File: src/rtl/i2cms_pkg.sv
// Package: status codes, commands and transfer payload types of the I2C master sequencer
package i2cms_pkg;

  localparam int COUNT_BITS_DEF = 16;
  localparam int CMD_W = 2;
  localparam int ADDR_W = 7;
  localparam int CNT_W = 16;
  localparam int BYTE_W = 8;

  localparam logic [CMD_W-1:0] CMD_BEGIN_WRITE = 2'd0;
  localparam logic [CMD_W-1:0] CMD_BEGIN_READ  = 2'd1;
  localparam logic [CMD_W-1:0] CMD_EVENT       = 2'd2;

  localparam logic [BYTE_W-1:0] ST_IDLE        = 8'hf8;
  localparam logic [BYTE_W-1:0] ST_START       = 8'h08;
  localparam logic [BYTE_W-1:0] ST_RESTART     = 8'h10;
  localparam logic [BYTE_W-1:0] ST_ADDR_W_ACK  = 8'h18;
  localparam logic [BYTE_W-1:0] ST_ADDR2_W_ACK = 8'hd0;
  localparam logic [BYTE_W-1:0] ST_DATA_W_ACK  = 8'h28;
  localparam logic [BYTE_W-1:0] ST_ADDR_R_ACK  = 8'h40;
  localparam logic [BYTE_W-1:0] ST_DATA_R_ACK  = 8'h50;
  localparam logic [BYTE_W-1:0] ST_DATA_R_NACK = 8'h58;

  typedef struct packed {
    logic [CMD_W-1:0]  command;
    logic [ADDR_W-1:0] address;
    logic [CNT_W-1:0]  count;
    logic [BYTE_W-1:0] status_code;
    logic [BYTE_W-1:0] rx_byte;
    logic [BYTE_W-1:0] tx_byte;
  } in_t;

  typedef struct packed {
    logic              issue_start;
    logic              write_data;
    logic              tx_taken;
    logic [BYTE_W-1:0] byte_value;
    logic              ack_enable;
    logic              clear_irq;
    logic              issue_stop;
    logic              rx_valid;
    logic              done_res;
    logic              error_flag;
    logic [BYTE_W-1:0] error_status;
    logic              busy_reject;
  } out_t;

endpackage

File: src/rtl/i2cms_step.sv
// Combinational next-state and result decode for one command or status event
module i2cms_step #(
  parameter int COUNT_BITS = i2cms_pkg::COUNT_BITS_DEF
) (
  input  i2cms_pkg::in_t   item_i,
  input  logic             running_i,
  input  logic [7:0]       addr_byte_i,
  input  logic [COUNT_BITS-1:0] tx_rem_i,
  input  logic [COUNT_BITS-1:0] rx_rem_i,
  input  logic             ack_i,
  output logic             running_o,
  output logic [7:0]       addr_byte_o,
  output logic [COUNT_BITS-1:0] tx_rem_o,
  output logic [COUNT_BITS-1:0] rx_rem_o,
  output logic             ack_o,
  output i2cms_pkg::out_t  res_o
);
  import i2cms_pkg::*;

  localparam int WIDE_W = (COUNT_BITS > CNT_W) ? COUNT_BITS : CNT_W;

  logic [WIDE_W-1:0]     cnt_wide;
  logic [COUNT_BITS-1:0] cnt;
  logic [COUNT_BITS-1:0] rx_dec;
  logic                  is_begin;

  assign cnt_wide = WIDE_W'(item_i.count);
  assign cnt      = cnt_wide[COUNT_BITS-1:0];
  assign rx_dec   = (rx_rem_i != '0) ? rx_rem_i - COUNT_BITS'(1) : rx_rem_i;
  assign is_begin = (item_i.command == CMD_BEGIN_WRITE) || (item_i.command == CMD_BEGIN_READ);

  always_comb begin
    running_o   = running_i;
    addr_byte_o = addr_byte_i;
    tx_rem_o    = tx_rem_i;
    rx_rem_o    = rx_rem_i;
    ack_o       = ack_i;
    res_o       = '0;
    if (is_begin) begin
      if (running_i) begin
        res_o.busy_reject = 1'b1;
      end else begin
        running_o   = 1'b1;
        addr_byte_o = {item_i.address, item_i.command == CMD_BEGIN_READ};
        if (item_i.command == CMD_BEGIN_READ) begin
          rx_rem_o = cnt;
          tx_rem_o = '0;
        end else begin
          tx_rem_o = cnt;
          rx_rem_o = '0;
        end
        ack_o             = 1'b0;
        res_o.issue_start = 1'b1;
      end
    end else if (item_i.command == CMD_EVENT && running_i) begin
      unique case (item_i.status_code) inside
        ST_IDLE: begin
          res_o.issue_stop = 1'b1;
          res_o.done_res   = 1'b1;
          running_o        = 1'b0;
        end
        ST_START, ST_RESTART: begin
          res_o.write_data = 1'b1;
          res_o.byte_value = addr_byte_i;
          res_o.clear_irq  = 1'b1;
        end
        ST_ADDR_W_ACK, ST_ADDR2_W_ACK, ST_DATA_W_ACK: begin
          if (tx_rem_i != '0) begin
            res_o.write_data = 1'b1;
            res_o.tx_taken   = 1'b1;
            res_o.byte_value = item_i.tx_byte;
            res_o.clear_irq  = 1'b1;
            tx_rem_o         = tx_rem_i - COUNT_BITS'(1);
          end else begin
            res_o.issue_stop = 1'b1;
            res_o.done_res   = 1'b1;
            running_o        = 1'b0;
          end
        end
        ST_ADDR_R_ACK: begin
          ack_o           = rx_rem_i > COUNT_BITS'(1);
          res_o.clear_irq = 1'b1;
        end
        ST_DATA_R_ACK: begin
          res_o.rx_valid   = 1'b1;
          res_o.byte_value = item_i.rx_byte;
          rx_rem_o         = rx_dec;
          if (rx_dec == COUNT_BITS'(1)) begin
            ack_o = 1'b0;
          end
          res_o.clear_irq = 1'b1;
        end
        ST_DATA_R_NACK: begin
          res_o.rx_valid   = 1'b1;
          res_o.byte_value = item_i.rx_byte;
          rx_rem_o         = rx_dec;
          res_o.issue_stop = 1'b1;
          res_o.done_res   = 1'b1;
          running_o        = 1'b0;
        end
        default: begin
          res_o.error_flag   = 1'b1;
          res_o.error_status = item_i.status_code;
          res_o.issue_stop   = 1'b1;
          res_o.done_res     = 1'b1;
          running_o          = 1'b0;
        end
      endcase
    end
    res_o.ack_enable = ack_o;
  end

endmodule

File: src/rtl/i2c_master_status_sequencer_core.sv
// Top level: I2C master status sequencer with input register, decode and result register
//
//   channel  direction  valid        stall        payload
//   in       input      in_valid_i   in_stall_o   in_i  (i2cms_pkg::in_t)
//   out      output     out_valid_o  out_stall_i  out_o (i2cms_pkg::out_t)
//
// One transfer in per cycle unless in_stall_o is high, one result out per transfer:
// the input register feeds the status decode, which updates the sequencer state
// and loads the result register in the same cycle. Reset clears the state and both
// valid bits. A stall on the output holds the result and, once the input register
// is also full, raises in_stall_o.
module i2c_master_status_sequencer_core #(
  parameter int COUNT_BITS = i2cms_pkg::COUNT_BITS_DEF
) (
  input  logic            clk_i,
  input  logic            rst_ni,
  input  logic            in_valid_i,
  output logic            in_stall_o,
  input  i2cms_pkg::in_t  in_i,
  output logic            out_valid_o,
  input  logic            out_stall_i,
  output i2cms_pkg::out_t out_o
);
  import i2cms_pkg::*;

  in_t                   in_q;
  logic                  in_valid_q;
  out_t                  out_q, res_d;
  logic                  out_valid_q;
  logic                  running_q, running_d;
  logic [7:0]            addr_byte_q, addr_byte_d;
  logic [COUNT_BITS-1:0] tx_rem_q, tx_rem_d;
  logic [COUNT_BITS-1:0] rx_rem_q, rx_rem_d;
  logic                  ack_q, ack_d;
  logic                  advance;
  logic                  in_take;

  assign advance    = in_valid_q && (!out_valid_q || !out_stall_i);
  assign in_stall_o = in_valid_q && !advance;
  assign in_take    = in_valid_i && !in_stall_o;

  i2cms_step #(
    .COUNT_BITS(COUNT_BITS)
  ) u_step (
    .item_i      (in_q),
    .running_i   (running_q),
    .addr_byte_i (addr_byte_q),
    .tx_rem_i    (tx_rem_q),
    .rx_rem_i    (rx_rem_q),
    .ack_i       (ack_q),
    .running_o   (running_d),
    .addr_byte_o (addr_byte_d),
    .tx_rem_o    (tx_rem_d),
    .rx_rem_o    (rx_rem_d),
    .ack_o       (ack_d),
    .res_o       (res_d)
  );

  always_ff @(posedge clk_i or negedge rst_ni) begin
    if (!rst_ni) begin
      in_valid_q  <= 1'b0;
      out_valid_q <= 1'b0;
      running_q   <= 1'b0;
      addr_byte_q <= '0;
      tx_rem_q    <= '0;
      rx_rem_q    <= '0;
      ack_q       <= 1'b0;
    end else begin
      if (in_take) begin
        in_valid_q <= 1'b1;
      end else if (advance) begin
        in_valid_q <= 1'b0;
      end
      if (advance) begin
        out_valid_q <= 1'b1;
        running_q   <= running_d;
        addr_byte_q <= addr_byte_d;
        tx_rem_q    <= tx_rem_d;
        rx_rem_q    <= rx_rem_d;
        ack_q       <= ack_d;
      end else if (!out_stall_i) begin
        out_valid_q <= 1'b0;
      end
    end
  end

  always_ff @(posedge clk_i) begin
    if (in_take) begin
      in_q <= in_i;
    end
    if (advance) begin
      out_q <= res_d;
    end
  end

  assign out_valid_o = out_valid_q;
  assign out_o       = out_q;

endmodule

File: config.mk
export PLATFORM = sky130hd
export DESIGN_NAME = i2c_master_status_sequencer_core
export DESIGN_NICKNAME = d
export VERILOG_FILES = /design/src/rtl/i2cms_pkg.sv /design/src/rtl/i2cms_step.sv /design/src/rtl/i2c_master_status_sequencer_core.sv
export SDC_FILE = /design/constraint.sdc
export NUM_CORES = 1
export LEC_CHECK = 0
export ABC_AREA = 1
export BUFFER_PORTS_ARGS = -buffer_cell sky130_fd_sc_hd__buf_2
export CORE_MARGIN = 2
export CORE_UTILIZATION = 53
export DETAILED_ROUTE_END_ITERATION = 16
export HOLD_SLACK_MARGIN = 0.15
export PLACE_DENSITY = 0.75
export SYNTH_ARGS = -nofsm -noshare
export SYNTH_HDL_FRONTEND = slang
export SYNTH_HIERARCHICAL = 1
export SYNTH_SLANG_ARGS = --single-unit
File: constraint.sdc
create_clock -name clk_i -period 2.2 [get_ports clk_i]
set_input_delay 0 -clock clk_i [delete_from_list [all_inputs] [get_ports clk_i]]
set_output_delay 0 -clock clk_i [all_outputs]
set_load 0.01 [all_outputs]
# After elaboration in Yosys (flattened, before gate mapping)
# Index checks and enable logic that the tools add are counted.
dict set report word_totals {
  ff_bits 118
  latch_bits 0
  ram_bits 0
  rom_bits 0
  input_bits 53
  output_inout_bits 28
  elab_cells 112
  n_memories 0
}
dict set report op_classes {
  n_addsub 2
  n_mul 0
  div 0
  magnitude_cmp 1
  n_eq_ne 16
  shifts 0
  n_mux 36
  n_bitwise 3
  n_reduce_logical 30
}
# operator count
set ops {}
lappend ops {{two-way mux 16 bit} 12}
lappend ops {{nonzero test 16 bit} 2}
lappend ops {{subtractor 16 x 1 -> 16 bit, second input constant} 2}
lappend ops {{== test 8 x 7 -> 1 bit, second input constant} 3}
lappend ops {{case mux 8 bit (3 select lines)} 1}
lappend ops {{== test 16 x 1 -> 1 bit, second input constant} 1}
lappend ops {{== test 8 x 5 -> 1 bit, second input constant} 2}
lappend ops {{== test 8 bit, second input constant} 2}
lappend ops {{> comparator 16 x 1 -> 1 bit, second input constant} 1}
lappend ops {{two-way mux 1 bit} 16}
lappend ops {{OR reduction 11 bit} 1}
lappend ops {{two-way mux 10 bit} 1}
lappend ops {{case mux 1 bit (2 select lines)} 5}
lappend ops {{nonzero test 2 bit} 5}
lappend ops {{two-way mux 9 bit} 1}
lappend ops {{OR reduction 9 bit} 1}
lappend ops {{== test 8 x 4 -> 1 bit, second input constant} 1}
lappend ops {{== test 8 x 6 -> 1 bit, second input constant} 1}
lappend ops {{AND reduction 4 bit} 2}
lappend ops {{OR reduction 2 bit} 3}
lappend ops {{OR reduction 3 bit} 2}
lappend ops {{AND reduction 5 bit} 1}
lappend ops {{logical AND 1 bit} 4}
lappend ops {{logical NOT 1 bit} 4}
lappend ops {{10 further kinds} 14}

# Logic depth before layout (Yosys ltp)
dict set report depth {
  word_depth 8
  mapped_depth 19
}

# Modules after synthesis
# The synthesis kept the hierarchy.
# module instances cells_each area_per_inst_um2 seq_area_each_um2
set by_module_without_submodules {}
lappend by_module_without_submodules {i2c_master_status_sequencer_core 1 269 4038.9 3353.2}
lappend by_module_without_submodules {i2cms_step 1 456 2323.5 0.0}

# Worst setup path after synthesis
# OpenSTA, ideal clock, no wires.
dict set report synth_path {
  path_type {register to register}
  startpoint {reg rx_rem_q[0]}
  endpoint {reg out_q (netlist bit out_o[14]), data pin}
  t_arrival_ns 1.839
  setup_slack_ns 0.110
  stages_incl_launch_ff 19
  path_buffers 1
  period_less_slack_ns 2.090
  path_cell_list {dfrtp_1 -> inv_1 -> ha_1 -> inv_1 -> nor2_1 -> nand2_1 -> nand2_1 -> nand2_1 -> nand2_1 -> nand2_1 -> nor2_1 -> nand3_1 -> nand2_1 -> nand2_1 -> nand2_1 -> nand2_1 -> nand2_1 -> nand2_1 -> buf_4}
}
dict set report synth_via {
  elab_chain_cells 7
}
# item line_no
set synth_lines {}
lappend synth_lines {{start, declared} i2c_master_status_sequencer_core.sv:33} ;# logic [COUNT_BITS-1:0] rx_rem_q, rx_rem_d;
lappend synth_lines {{start signal, assigned} i2c_master_status_sequencer_core.sv:79} ;# rx_rem_q <= rx_rem_d;
lappend synth_lines {{subtractor 16 x 1 -> 16 bit / nonzero test 16 bit (equally long branches)} i2cms_step.sv:29} ;# assign rx_dec = (rx_rem_i != '0) ? rx_rem_i - COUNT_BITS'(1) : rx_rem_i;
lappend synth_lines {{two-way mux 16 bit} i2cms_step.sv:29}
lappend synth_lines {{== test 16 x 1 -> 1 bit} i2cms_step.sv:88} ;# if (rx_dec == COUNT_BITS'(1)) begin
lappend synth_lines {{two-way mux 1 bit} i2cms_step.sv:88}
lappend synth_lines {{case mux 1 bit (2 select lines) *} i2cms_step.sv:56} ;# unique case (item_i.status_code) inside
lappend synth_lines {{two-way mux 1 bit *} i2cms_step.sv:55} ;# end else if (item_i.command == CMD_EVENT && running_i) begin
lappend synth_lines {{two-way mux 1 bit *} i2cms_step.sv:39} ;# if (is_begin) begin
lappend synth_lines {{named net ack_d} i2c_master_status_sequencer_core.sv:34} ;# logic ack_q, ack_d;
lappend synth_lines {{end signal, assigned} i2c_master_status_sequencer_core.sv:92} ;# out_q <= res_d;
lappend synth_lines {{end, declared} i2c_master_status_sequencer_core.sv:28} ;# out_t out_q, res_d;
# The timed path passes the listed nets; every way through them passes the cells marked *.
# A chain may end at the register's enable or synchronous reset.

# Worst setup path after layout
dict set report layout_path {
  startpoint {reg in_q[16] (netlist name)}
  endpoint {reg tx_rem_q[11]}
}
dict set report layout_via {
  elab_chain_cells 4
}
# item line_no
set layout_lines {}
lappend layout_lines {{start, declared} i2c_master_status_sequencer_core.sv:26} ;# in_t in_q;
lappend layout_lines {{start signal, assigned} i2c_master_status_sequencer_core.sv:89} ;# in_q <= in_i;
lappend layout_lines {{== test 8 x 6 -> 1 bit (no line) (tied with other cells)} -}
lappend layout_lines {{OR reduction 3 bit *} i2cms_step.sv:56}
lappend layout_lines {{nonzero test 2 bit (no line) *} -}
lappend layout_lines {{AND reduction 5 bit (no line) *} -}
lappend layout_lines {{end signal, assigned} i2c_master_status_sequencer_core.sv:78} ;# tx_rem_q <= tx_rem_d;
lappend layout_lines {{end, declared} i2c_master_status_sequencer_core.sv:32} ;# logic [COUNT_BITS-1:0] tx_rem_q, tx_rem_d;
# Every way passes the cells marked *; elsewhere a longest branch is shown, timed or not.

==> flow_summary.ini <==
[yosys]
synth-compound-area-share_pct = 9.97
syn_inst = 725
synth_top_area_share_pct = 35.4
synth_async_sr_flop_share_pct = 37.0
netlist_area_sq_um = 6360
synthFlopType = edfxtp_1
ys_top_cells_by_count = nand2_1, edfxtp_1, nand3_1
ys_seq_elements = 119
yosys.cell_count.top_type = nand2_1
synth-xor-area-share_pct = 1.65
yosys.area.top_type = edfxtp_1
synth_edf_count = 75
muxShareOfSynthArea_pct = 0
synth_top_family_by_area = simple AND/OR/NAND/NOR gates
synth-seq-area-share_pct = 52.7
synthAdderAreaFrac_pct = 0.983
synth_warnings = 6
ys_top_cells_by_area = edfxtp_1, dfrtp_1, nand2_1, nand3_1, nor2_1
syn_avg_cell_area_sq_um = 8.78
synth_nets = 783
synth_cell_types = 42
synth-simple-area-share_pct = 27.9

[clock_network]
h-tree-depth = 4
cts.sink_count = 119
cts_made_buffers = 17
tritoncts = done
insertion_delay_ns = 0.42
cts_buffer_depth = 2
ctsRootBufferMaster = clkbuf_16
clk_pin_slew_worst_paths_ns = 0.06

[finish]
final_cell_area_sq_um = 8470
area_growth_pct = 33.1
antenna_cells = 0
drive_gt1_share_pct = 25.8
seq_area_sq_um = 3360
multi_input_area_sq_um = 2720
fin_util_pct = 71.4
num-fill-cells = 853
fin_nets = 955

[worst_hold_path]
min_from = in_i[19]
hp-class = in2reg
min_to = in_q[19]
min_path_cells = 2

[placement]
dp_hpwl_microns = 11600
dpl_cell_area_sq_um = 7000
port_buffers = 80
globalplace.congestion = 0.953

[power_and_ir_drop]
p_leak_nw = 3.81
peakVddDrop_mv = 0.719
p_per_area_nw_per_um2 = 1010

[timing]
final-max-slew-violation-count = 0
finalSetupViolCount = 0
fmax_mhz = 465
rsz0062_at_grt = true
period_needed_ns = 2.15
fin_worst_skew_ns = 0.0162
maxSlewHeadroom_pct = 61.7
setup-tns-final_ns = 0
hold_violations = 0
holdWs_ns = 0.292
worst_pin_slew_ns = 0.573
period_share_pct = 97.8

[critical_path]
worstReg2RegEnd = tx_rem_q[11]
arrival_ns = 2.50
rr_startpoint = in_q[16]
cp.required_ns = 2.55
reg2reg_slack_ns = 0.05
cp-end-kind = flip-flop
startpoint_type = flip-flop
crit_fanout = 6
r2r_cells = 15
path_class = reg2reg

[global_route]
grt_pass1_vias = 5837
grt_first_pass_wirelength_microns = 29300
track_usage_pct = 29.6
grt_max_degree = 50
gr-total-overflow = 0
antenna_found_initial = 0

[routing]
avgRoutedWirePerCell_microns = 17.8
dr_total_vias = 6144
firstDrtPassIters = 6
vias_per_cell = 5.81
drc = 0
wl_microns = 18800
drt_first_iter_violations = 706
ant_nets = 0

[floorplanning]
io_pins = 81
die_h_microns = 114
core_area_sq_um = 11900
placement_rows = 40
start_util_pct = 53.6
die_w_microns = 114
die_area_sq_um = 12900

[flow_run]
drv_cap = 0

[outcome]
status = finished, final reports clean
==> repair_timing <==
action | in CTS | in global routing
buffers inserted | 0 | 15
hold endpoints to repair | 96 | 0
hold buffers | 55 | 0
gates cloned | 0 | 1
endpoints found under the setup margin | 2 | 11
pin swaps | 0 | 16
gates resized for setup | 1 | 48
==> metal layers <==
layer / global-route usage [%] / vias up / part of all wire, %
met4: 13.3 / 0 / 3.0
met5: 0 / - / 0
met2: 49.3 / 349 / 49
met1: 37.6 / 2930 / 40
li1: - / 2810 / -
met3: 6.16 / 55 / 8.3
==> area by class of cell <==
cell class	instances	area share (%)
clock buffers	20	5.16
clock inverters	12	2.34
inverters	64	2.88
multi-input cells	514	32.1
flip-flops and latches	119	39.7
well taps	147	2.17
repair buffers	181	15.6
==> power by group <==
group,internal [mW],switching [mW],total (mW)
clock network,2.01,1.01,3.01
logic,0.931,1.59,2.52
registers,2.70,0.296,3.00
==> cell usage in the layout (no fill, tap or decap), drive strengths merged, types with 12 or more instances in the layout <==
master / instances
nand2: 243
xor2: 12
a31oi: 13
nor2: 70
dfrtp: 44
dlygate4sd3: 55
o21ai: 36
a21oi: 15
clkbuf: 20
buf: 126
inv: 65
nand3: 68
a32oi: 12
edfxtp: 75
==> worst max-delay path by stage <==
stage / cells past startpoint / start / slack (ns) / end
after floorplan: 18 / rx_rem_q[0] / 0.11 / out_o[14]
after global placement: 17 / rx_rem_q[1] / 0.07 / out_o[14]
after detailed placement: 17 / rx_rem_q[1] / -0.003 / out_o[14]
after CTS: 17 / rx_rem_q[1] / 0.04 / out_o[14]
after global routing: 7 / in_q[19] / -0.04 / out_o[4]
final: 15 / in_q[16] / 0.05 / tx_rem_q[11]
==> logic make-up after synthesis <==
family / after synthesis
and+or+nand+nor: 396
adders and majority gates: 5
DFF: 119
buffers and inverters: 93
xor gates and xnor gates: 12
AOI/OAI and AO/OA: 100
==> through the flow <==
| step | std cells | total power [mW] | setup WS [ns] |
|---|---|---|---|
| floorplan | 725 | 4.49 | 0.110 |
| global placement | 954 | 5.06 | 0.0712 |
| detailed placement | 954 | 5.12 | -0.00275 |
| CTS | 1041 | 8.21 | 0.0387 |
| global route | 1057 | 8.96 | -0.0437 |
| finish | 1057 | 8.53 | 0.0480 |
==> state kept, by name, indices dropped and copies added, names as in the netlist <==
| signal | cells |
|---|---|
| in_q | 49 |
| rx_rem_q | 16 |
| out_valid_o | 1 |
| in_valid_q | 1 |
| tx_rem_q | 16 |
| running_q | 1 |
| ack_q | 1 |
| addr_byte_q | 8 |
| out_o | 26 |
==> worst max-delay path: stages (launching register included) <==
cell and delay (ns):
edfxtp_1 0.42, inv_2 0.10, nand3_4 0.09, nor2_4 0.16, nand4_4 0.10, nand2_4 0.12, nand2_4 0.10, nor2_8 0.16
nand2_4 0.09, nor2_8 0.17, nand3_2 0.09, nand2_1 0.07, nand2_1 0.05, o21ai_1 0.16, nand3_1 0.09, nand2_1 0.08
Power figures use the tool's default switching activity.
